File: config.mk
export PLATFORM = sky130hd
export DESIGN_NAME = qar_fifo
export DESIGN_NICKNAME = d
export VERILOG_FILES = /design/src/rtl/core/quaternion_aabb_rotate_top_macros.svh /design/src/rtl/core/qar_pkg.sv /design/src/rtl/core/qar_fifo.sv
export SDC_FILE = /design/constraint.sdc
export NUM_CORES = 1
export LEC_CHECK = 0
export BUFFER_PORTS_ARGS = -buffer_cell sky130_fd_sc_hd__buf_2
export CAP_MARGIN = 20
export CELL_PAD_IN_SITES_DETAIL_PLACEMENT = 0
export CELL_PAD_IN_SITES_GLOBAL_PLACEMENT = 1
export CORE_AREA = 8 8 467 469
export CTS_CLUSTER_SIZE = 20
export DETAILED_ROUTE_END_ITERATION = 6
export DIE_AREA = 0 0 475 477
export GPL_TIMING_DRIVEN = 0
export PLACE_DENSITY = 0.5
export SYNTH_ARGS = -nofsm -noshare
export SYNTH_HDL_FRONTEND = slang
export SYNTH_SLANG_ARGS = --single-unit
File: constraint.sdc
create_clock -name clk_i -period 70.6 [get_ports clk_i]
set_input_delay 7.06 -clock clk_i [delete_from_list [all_inputs] [get_ports clk_i]]
set_output_delay 7.06 -clock clk_i [all_outputs]
set_load 0.05 [all_outputs]
File: src/rtl/core/quaternion_aabb_rotate_top_macros.svh
// ----------------------------------------------------------------------------
// Quaternion AABB rotate assertion macros
// Shared assertion wrappers for the rotated-box datapath.
// ----------------------------------------------------------------------------
`ifndef QUATERNION_AABB_ROTATE_TOP_MACROS_SVH
`define QUATERNION_AABB_ROTATE_TOP_MACROS_SVH

// same-cycle implication
`define QAR_ASSERT_NOW(lbl, clk, rstn, ante, cons, msg) \
  lbl: assert property (@(posedge clk) disable iff (!rstn) (ante) |-> (cons)) \
    else $error(msg);

// next-cycle implication
`define QAR_ASSERT_NEXT(lbl, clk, rstn, ante, cons, msg) \
  lbl: assert property (@(posedge clk) disable iff (!rstn) (ante) |=> (cons)) \
    else $error(msg);

`endif

File: src/rtl/core/qar_pkg.sv
// ----------------------------------------------------------------------------
// Quaternion AABB rotate package
// Widths, payload types, register indexes and fixed-point helpers.
// ----------------------------------------------------------------------------
package qar_pkg;

  localparam int unsigned COORD_BITS     = 32;
  localparam int unsigned QUAT_FRAC_BITS = 16;
  localparam int unsigned QUAT_BITS      = QUAT_FRAC_BITS + 2;
  localparam int unsigned NUM_CORNERS    = 8;
  localparam int unsigned NUM_AXES       = 3;

  // q * coordinate
  localparam int unsigned P1_W = QUAT_BITS + COORD_BITS;
  localparam int unsigned M1_W = P1_W - QUAT_FRAC_BITS;
  // first cross product
  localparam int unsigned U_W  = M1_W + 1;
  // q * u
  localparam int unsigned P2_W = QUAT_BITS + U_W;
  localparam int unsigned M2_W = P2_W - QUAT_FRAC_BITS;
  localparam int unsigned T_W  = M2_W + 1;
  localparam int unsigned R_W  = M2_W + 5;

  localparam int unsigned CFG_IDX_W = 8;
  localparam logic [CFG_IDX_W-1:0] REG_QUAT_W = CFG_IDX_W'(0);
  localparam logic [CFG_IDX_W-1:0] REG_QUAT_X = CFG_IDX_W'(1);
  localparam logic [CFG_IDX_W-1:0] REG_QUAT_Y = CFG_IDX_W'(2);
  localparam logic [CFG_IDX_W-1:0] REG_QUAT_Z = CFG_IDX_W'(3);

  localparam int unsigned QUEUE_DEPTH = 2;
  localparam int unsigned QPTR_W      = $clog2(QUEUE_DEPTH);
  localparam int unsigned QCNT_W      = $clog2(QUEUE_DEPTH + 1);

  localparam logic signed [P1_W-1:0] HALF1 = P1_W'(1) << (QUAT_FRAC_BITS - 1);
  localparam logic signed [P2_W-1:0] HALF2 = P2_W'(1) << (QUAT_FRAC_BITS - 1);
  localparam logic signed [R_W-1:0] SAT_HI =
    {{(R_W - COORD_BITS + 1){1'b0}}, {(COORD_BITS - 1){1'b1}}};
  localparam logic signed [R_W-1:0] SAT_LO =
    {{(R_W - COORD_BITS + 1){1'b1}}, {(COORD_BITS - 1){1'b0}}};

  typedef struct packed {
    logic signed [QUAT_BITS-1:0] w;
    logic signed [QUAT_BITS-1:0] x;
    logic signed [QUAT_BITS-1:0] y;
    logic signed [QUAT_BITS-1:0] z;
  } quat_t;

  typedef struct packed {
    logic signed [COORD_BITS-1:0] in_min_x;
    logic signed [COORD_BITS-1:0] in_min_y;
    logic signed [COORD_BITS-1:0] in_min_z;
    logic signed [COORD_BITS-1:0] in_max_x;
    logic signed [COORD_BITS-1:0] in_max_y;
    logic signed [COORD_BITS-1:0] in_max_z;
    logic                         in_box_valid;
  } in_t;

  typedef struct packed {
    logic signed [COORD_BITS-1:0] out_min_x;
    logic signed [COORD_BITS-1:0] out_min_y;
    logic signed [COORD_BITS-1:0] out_min_z;
    logic signed [COORD_BITS-1:0] out_max_x;
    logic signed [COORD_BITS-1:0] out_max_y;
    logic signed [COORD_BITS-1:0] out_max_z;
    logic                         out_box_valid;
  } out_t;

  // per-coordinate products, index 0 = min corner value, 1 = max
  typedef struct packed {
    logic [NUM_AXES-1:0][COORD_BITS-1:0] lo;
    logic [NUM_AXES-1:0][COORD_BITS-1:0] hi;
    logic [1:0][M1_W-1:0] m_yz;
    logic [1:0][M1_W-1:0] m_zy;
    logic [1:0][M1_W-1:0] m_zx;
    logic [1:0][M1_W-1:0] m_xz;
    logic [1:0][M1_W-1:0] m_xy;
    logic [1:0][M1_W-1:0] m_yx;
    logic box_valid;
  } mid_t;

  function automatic logic signed [M1_W-1:0] mulq1(input logic signed [QUAT_BITS-1:0] q,
                                                  input logic signed [COORD_BITS-1:0] v);
    logic signed [P1_W-1:0] prod;
    prod = P1_W'(q) * P1_W'(v);
    prod = prod + HALF1;
    return prod[P1_W-1:QUAT_FRAC_BITS];
  endfunction

  function automatic logic signed [M2_W-1:0] mulq2(input logic signed [QUAT_BITS-1:0] q,
                                                  input logic signed [U_W-1:0] v);
    logic signed [P2_W-1:0] prod;
    prod = P2_W'(q) * P2_W'(v);
    prod = prod + HALF2;
    return prod[P2_W-1:QUAT_FRAC_BITS];
  endfunction

  function automatic logic signed [COORD_BITS-1:0] sat_coord(input logic signed [R_W-1:0] r);
    logic signed [R_W-1:0] s;
    s = r;
    if (r > SAT_HI) begin
      s = SAT_HI;
    end else if (r < SAT_LO) begin
      s = SAT_LO;
    end
    return s[COORD_BITS-1:0];
  endfunction

  function automatic logic signed [COORD_BITS-1:0] min2(input logic signed [COORD_BITS-1:0] a,
                                                       input logic signed [COORD_BITS-1:0] b);
    return (b < a) ? b : a;
  endfunction

  function automatic logic signed [COORD_BITS-1:0] max2(input logic signed [COORD_BITS-1:0] a,
                                                       input logic signed [COORD_BITS-1:0] b);
    return (b > a) ? b : a;
  endfunction

endpackage

File: src/rtl/core/qar_fifo.sv
// ----------------------------------------------------------------------------
// Quaternion AABB rotate queue
// Two-entry queue between the front end and the rotation pipeline.
// ----------------------------------------------------------------------------
module qar_fifo (
  input  logic          clk_i,
  input  logic          rst_ni,
  input  logic          in_valid_i,
  output logic          in_ready_o,
  input  qar_pkg::mid_t in_data_i,
  output logic          out_valid_o,
  input  logic          out_ready_i,
  output qar_pkg::mid_t out_data_o
);
  import qar_pkg::*;

  mid_t              mem_q [QUEUE_DEPTH];
  logic [QPTR_W-1:0] wr_q, rd_q;
  logic [QCNT_W-1:0] cnt_q;
  logic              push, pop;

  assign in_ready_o  = (cnt_q != QCNT_W'(QUEUE_DEPTH));
  assign out_valid_o = (cnt_q != '0);
  assign out_data_o  = mem_q[rd_q];
  assign push        = in_valid_i && in_ready_o;
  assign pop         = out_valid_o && out_ready_i;

  always_ff @(posedge clk_i or negedge rst_ni) begin
    if (!rst_ni) begin
      wr_q  <= '0;
      rd_q  <= '0;
      cnt_q <= '0;
    end else begin
      if (push) begin
        wr_q <= (wr_q == QPTR_W'(QUEUE_DEPTH - 1)) ? '0 : wr_q + QPTR_W'(1);
      end
      if (pop) begin
        rd_q <= (rd_q == QPTR_W'(QUEUE_DEPTH - 1)) ? '0 : rd_q + QPTR_W'(1);
      end
      if (push && !pop) begin
        cnt_q <= cnt_q + QCNT_W'(1);
      end else if (pop && !push) begin
        cnt_q <= cnt_q - QCNT_W'(1);
      end
    end
  end

  always_ff @(posedge clk_i) begin
    if (push) begin
      mem_q[wr_q] <= in_data_i;
    end
  end

endmodule

==> impl_metrics.yaml <==
outcome:
  status: "finished, final reports clean"
layout:
  nNetsFinal: 3884
  fill_cells: 21460
  layout_common_cells: "buf_2 (1,209), edfxtp_1 (1,202), mux2_2 (601), clkbuf_16 (145), buf_6 (39)"
  final_common_cell: "buf_2"
  drive_above_1_share_pct: 62.24
  final_cells: 6231
  area_growth_pct: 34.29
  final_core_util_pct: 27.94
logic_synthesis:
  ys.warnings.count: 0
  synth_cell_types: 15
  postSynthCellCount: 1888
  synthSimpleGateAreaFrac_pct: 0.07702
  ys_top_cells_by_area: "edfxtp_1 (82%), mux2_2 (15%), buf_6 (1.0%)"
  syn-cell-area_um2: 43860
  yosysTopAreaCell: "edfxtp_1"
  synth_mux_area_share_pct: 15.43
  synth_top_family_by_area: "multiplexers"
  yosys_register_bits: 1206
  synth_fa_ha_area_share_pct: 0.02852
  synth-compound-area-share_pct: 0
  yosysSeqAreaShare_pct: 82.52
  synth_top_area_share_pct: 82.29
  avgSynthCellArea_um2: 23.23
  synth_xor_area_share_pct: 0.09984
  syn-num-nets: 2494
global_routing:
  antenna_found_initial: 143
  grt_max_degree: 52
  overflow: 0
  grt_pass1_wl_um: 208900
  first_global_vias: 25110
  grt_usage_pct: 13.33
sta:
  post-route-period-util_pct: 13.91
  final.setup_skew_ns: 0.01929
  rsz0062_at_grt: "false"
  finalSetupViolations: 0
  whs_ns: 0.4918
  max_clock_freq_mhz: 101.8
  final_hold_viol_count: 0
  slew_viol_final: 0
  setup_tns_ns: 0
  tightestPinTransition_ns: 0.6750
  period_needed_ns: 9.819
  maxSlewHeadroom_pct: 54.89
detailed_routing:
  drt_wl_total_um: 157700
  drt_iter0_drc: 1136
  routed_via_density: 3.814
  wl_per_cell_um: 25.31
  vias: 23760
  first_pass_iters: 6
  ant_nets: 0
  drc_errors: 0
run:
  maxCapViolCount: 0
worst_hold_path:
  holdPathStages: 1
  min_from: "cnt_q[1]$_DFFE_PN0P_"
  min_path_type: "reg2reg"
  min_to: "cnt_q[1]$_DFFE_PN0P_"
cts:
  clockBufferDepth: 3
  cts_tree: "built"
  cts_sinks: 1206
  cts_root_buf: "clkbuf_16"
  cts_htree_levels: 4
  cts_resized: 0
  clk_latency_ns: 0.77
  cts_buffers: 142
  hold_buffers: 0
  postCtsSetupRepairBufs: 0
  path_clk_slew_ns: 0.06
setup_path:
  crit_path_end_kind: "output port"
  crit_slowest_cell: "mux2_2"
  critPathArrivalTime_ns: 2.76
  critical_path_required_ns: 63.54
  crit_top_cell: "buf_6"
  cp_cell_sequence: "buf_6, buf_6, buf_6, mux2_2, buf_2"
  crit_buf_inv: 4
  critPathLaunchType: "register"
  rr_startpoint: "cnt_q[0]$_DFFE_PN0P_"
  r2r_cells: 14
  crit_family: "buffers and inverters"
  critPathMaxStageDelay_ns: 0.44
  r2r_slack_ns: 66.61
  r2r-end: "mem_q[0][552]$_DFFE_PP_"
  critical_path.max_fanout: 10
  critPathKind: "reg2out"
placed_design:
  place_congestion: 0.8114
  place_hpwl_um: 125300
  place_inst: 5955
  port_buffers: 1207
pwr:
  p_sw_share_pct: 42.64
  p_comb_share_pct: 43.6
  seqPwrFrac_pct: 33.1
  power_switching_mw: 1.293
  peakVddDrop_mv: 0.02912
  p_int_mw: 1.739
  clkPwrFrac_pct: 23.4
  cellPowerDensity_nw_per_um2: 51.48
  leakage_nw: 21.37
  p_total_mw: 3.033
floorplanning:
  die-width_um: 475
  die_area_um2: 226600
  ioPinCount: 1208
  die_h_um: 477
  core_area_um2: 210800
  placementRows: 169
  start_util_pct: 20.81
## registers in the layout, indices dropped and copies added (netlist names)
signal  count
mem_q    1202
cnt_q       2
rd_q        1
wr_q        1
## kinds of logic after synthesis
group | after synthesis
flops | 1206
mux | 601
simple gates | 7
fa+ha+maj | 1
xor+xnor | 5
buf+inv | 68
## synth_stat cells, drive strengths merged
cell and count:
ha 1, buf 41, edfxtp 1202, clkbuf 26, or2 1, xor2 2, nand2 2, dfrtp 4
inv 1, and3 1, mux2 601, xnor2 3, nor2 2, nand2b 1
## cell type report
cell class	count	area (µm²)	area share, %
clock buffer	177	3749	6.364
antenna	23	57.56	0.09771
buffer	67	807.0	1.370
sequential	1206	36190	61.45
multi-input combinational	614	6870	11.66
tap	2821	3530	5.992
clock inverter	76	752.0	1.277
timing repair buffer	1246	6942	11.78
inverter	1	3.754	0.006372
## power by group through the flow
| stage | Sequential (mW) | Combinational [mW] | Clock, mW |
|---|---|---|---|
| 6_report | 1.00 | 1.32 | 0.708 |
| 5_1_grt | 1.02 | 1.39 | 0.759 |
| 4_1_cts | 1.00 | 1.36 | 0.735 |
| 3_5_place_dp | 1.02 | 1.35 | 0 |
| 3_3_place_gp | 1.31 | 1.32 | 0 |
| 2_1_floorplan | 1.17 | 0.920 | 0 |
## worst max-delay path by stage
| stage | from | slack [ns] | end | cells after the start |
|---|---|---|---|---|
| after floorplan | in_valid_i | 36.99 | mem_q[0][0]$_DFFE_PP_ | 2 |
| after global placement | in_valid_i | 16.70 | mem_q[0][558]$_DFFE_PP_ | 3 |
| after detailed placement | in_valid_i | 59.92 | mem_q[0][273]$_DFFE_PP_ | 14 |
| after CTS | rd_q$_DFFE_PN0P_ | 60.54 | out_data_o[114] | 5 |
| after global routing | rd_q$_DFFE_PN0P_ | 60.59 | out_data_o[114] | 5 |
| final | rd_q$_DFFE_PN0P_ | 60.78 | out_data_o[116] | 5 |
## routing by layer
| layer | up-vias | part of all wire (%) | track usage (%) |
|---|---|---|---|
| li1 | 10440 | - | - |
| met1 | 11690 | 35 | 13.82 |
| met2 | 1156 | 48 | 22.53 |
| met3 | 377 | 14 | 8.313 |
| met4 | 104 | 2.7 | 3.605 |
| met5 | - | 0.42 | 0 |
## worst reg2reg max path: cells and delay by family (launching register included)
kind	cells	cell delay, ns
flip-flops	1	0.42
AND/OR/NAND/NOR	3	0.86
buffers and inverters	11	2.38
## per-stage QoR
| stage | worst slack [ns] | instance area [µm²] |
|---|---|---|
| 2_1_floorplan | 36.99 | 43860 |
| 3_3_place_gp | 16.70 | 53430 |
| 6_report | 60.78 | 58910 |
| 3_5_place_dp | 59.92 | 54350 |
| 5_1_grt | 60.59 | 58870 |
| 4_1_cts | 60.54 | 58850 |
Power figures use the tool's default switching activity.
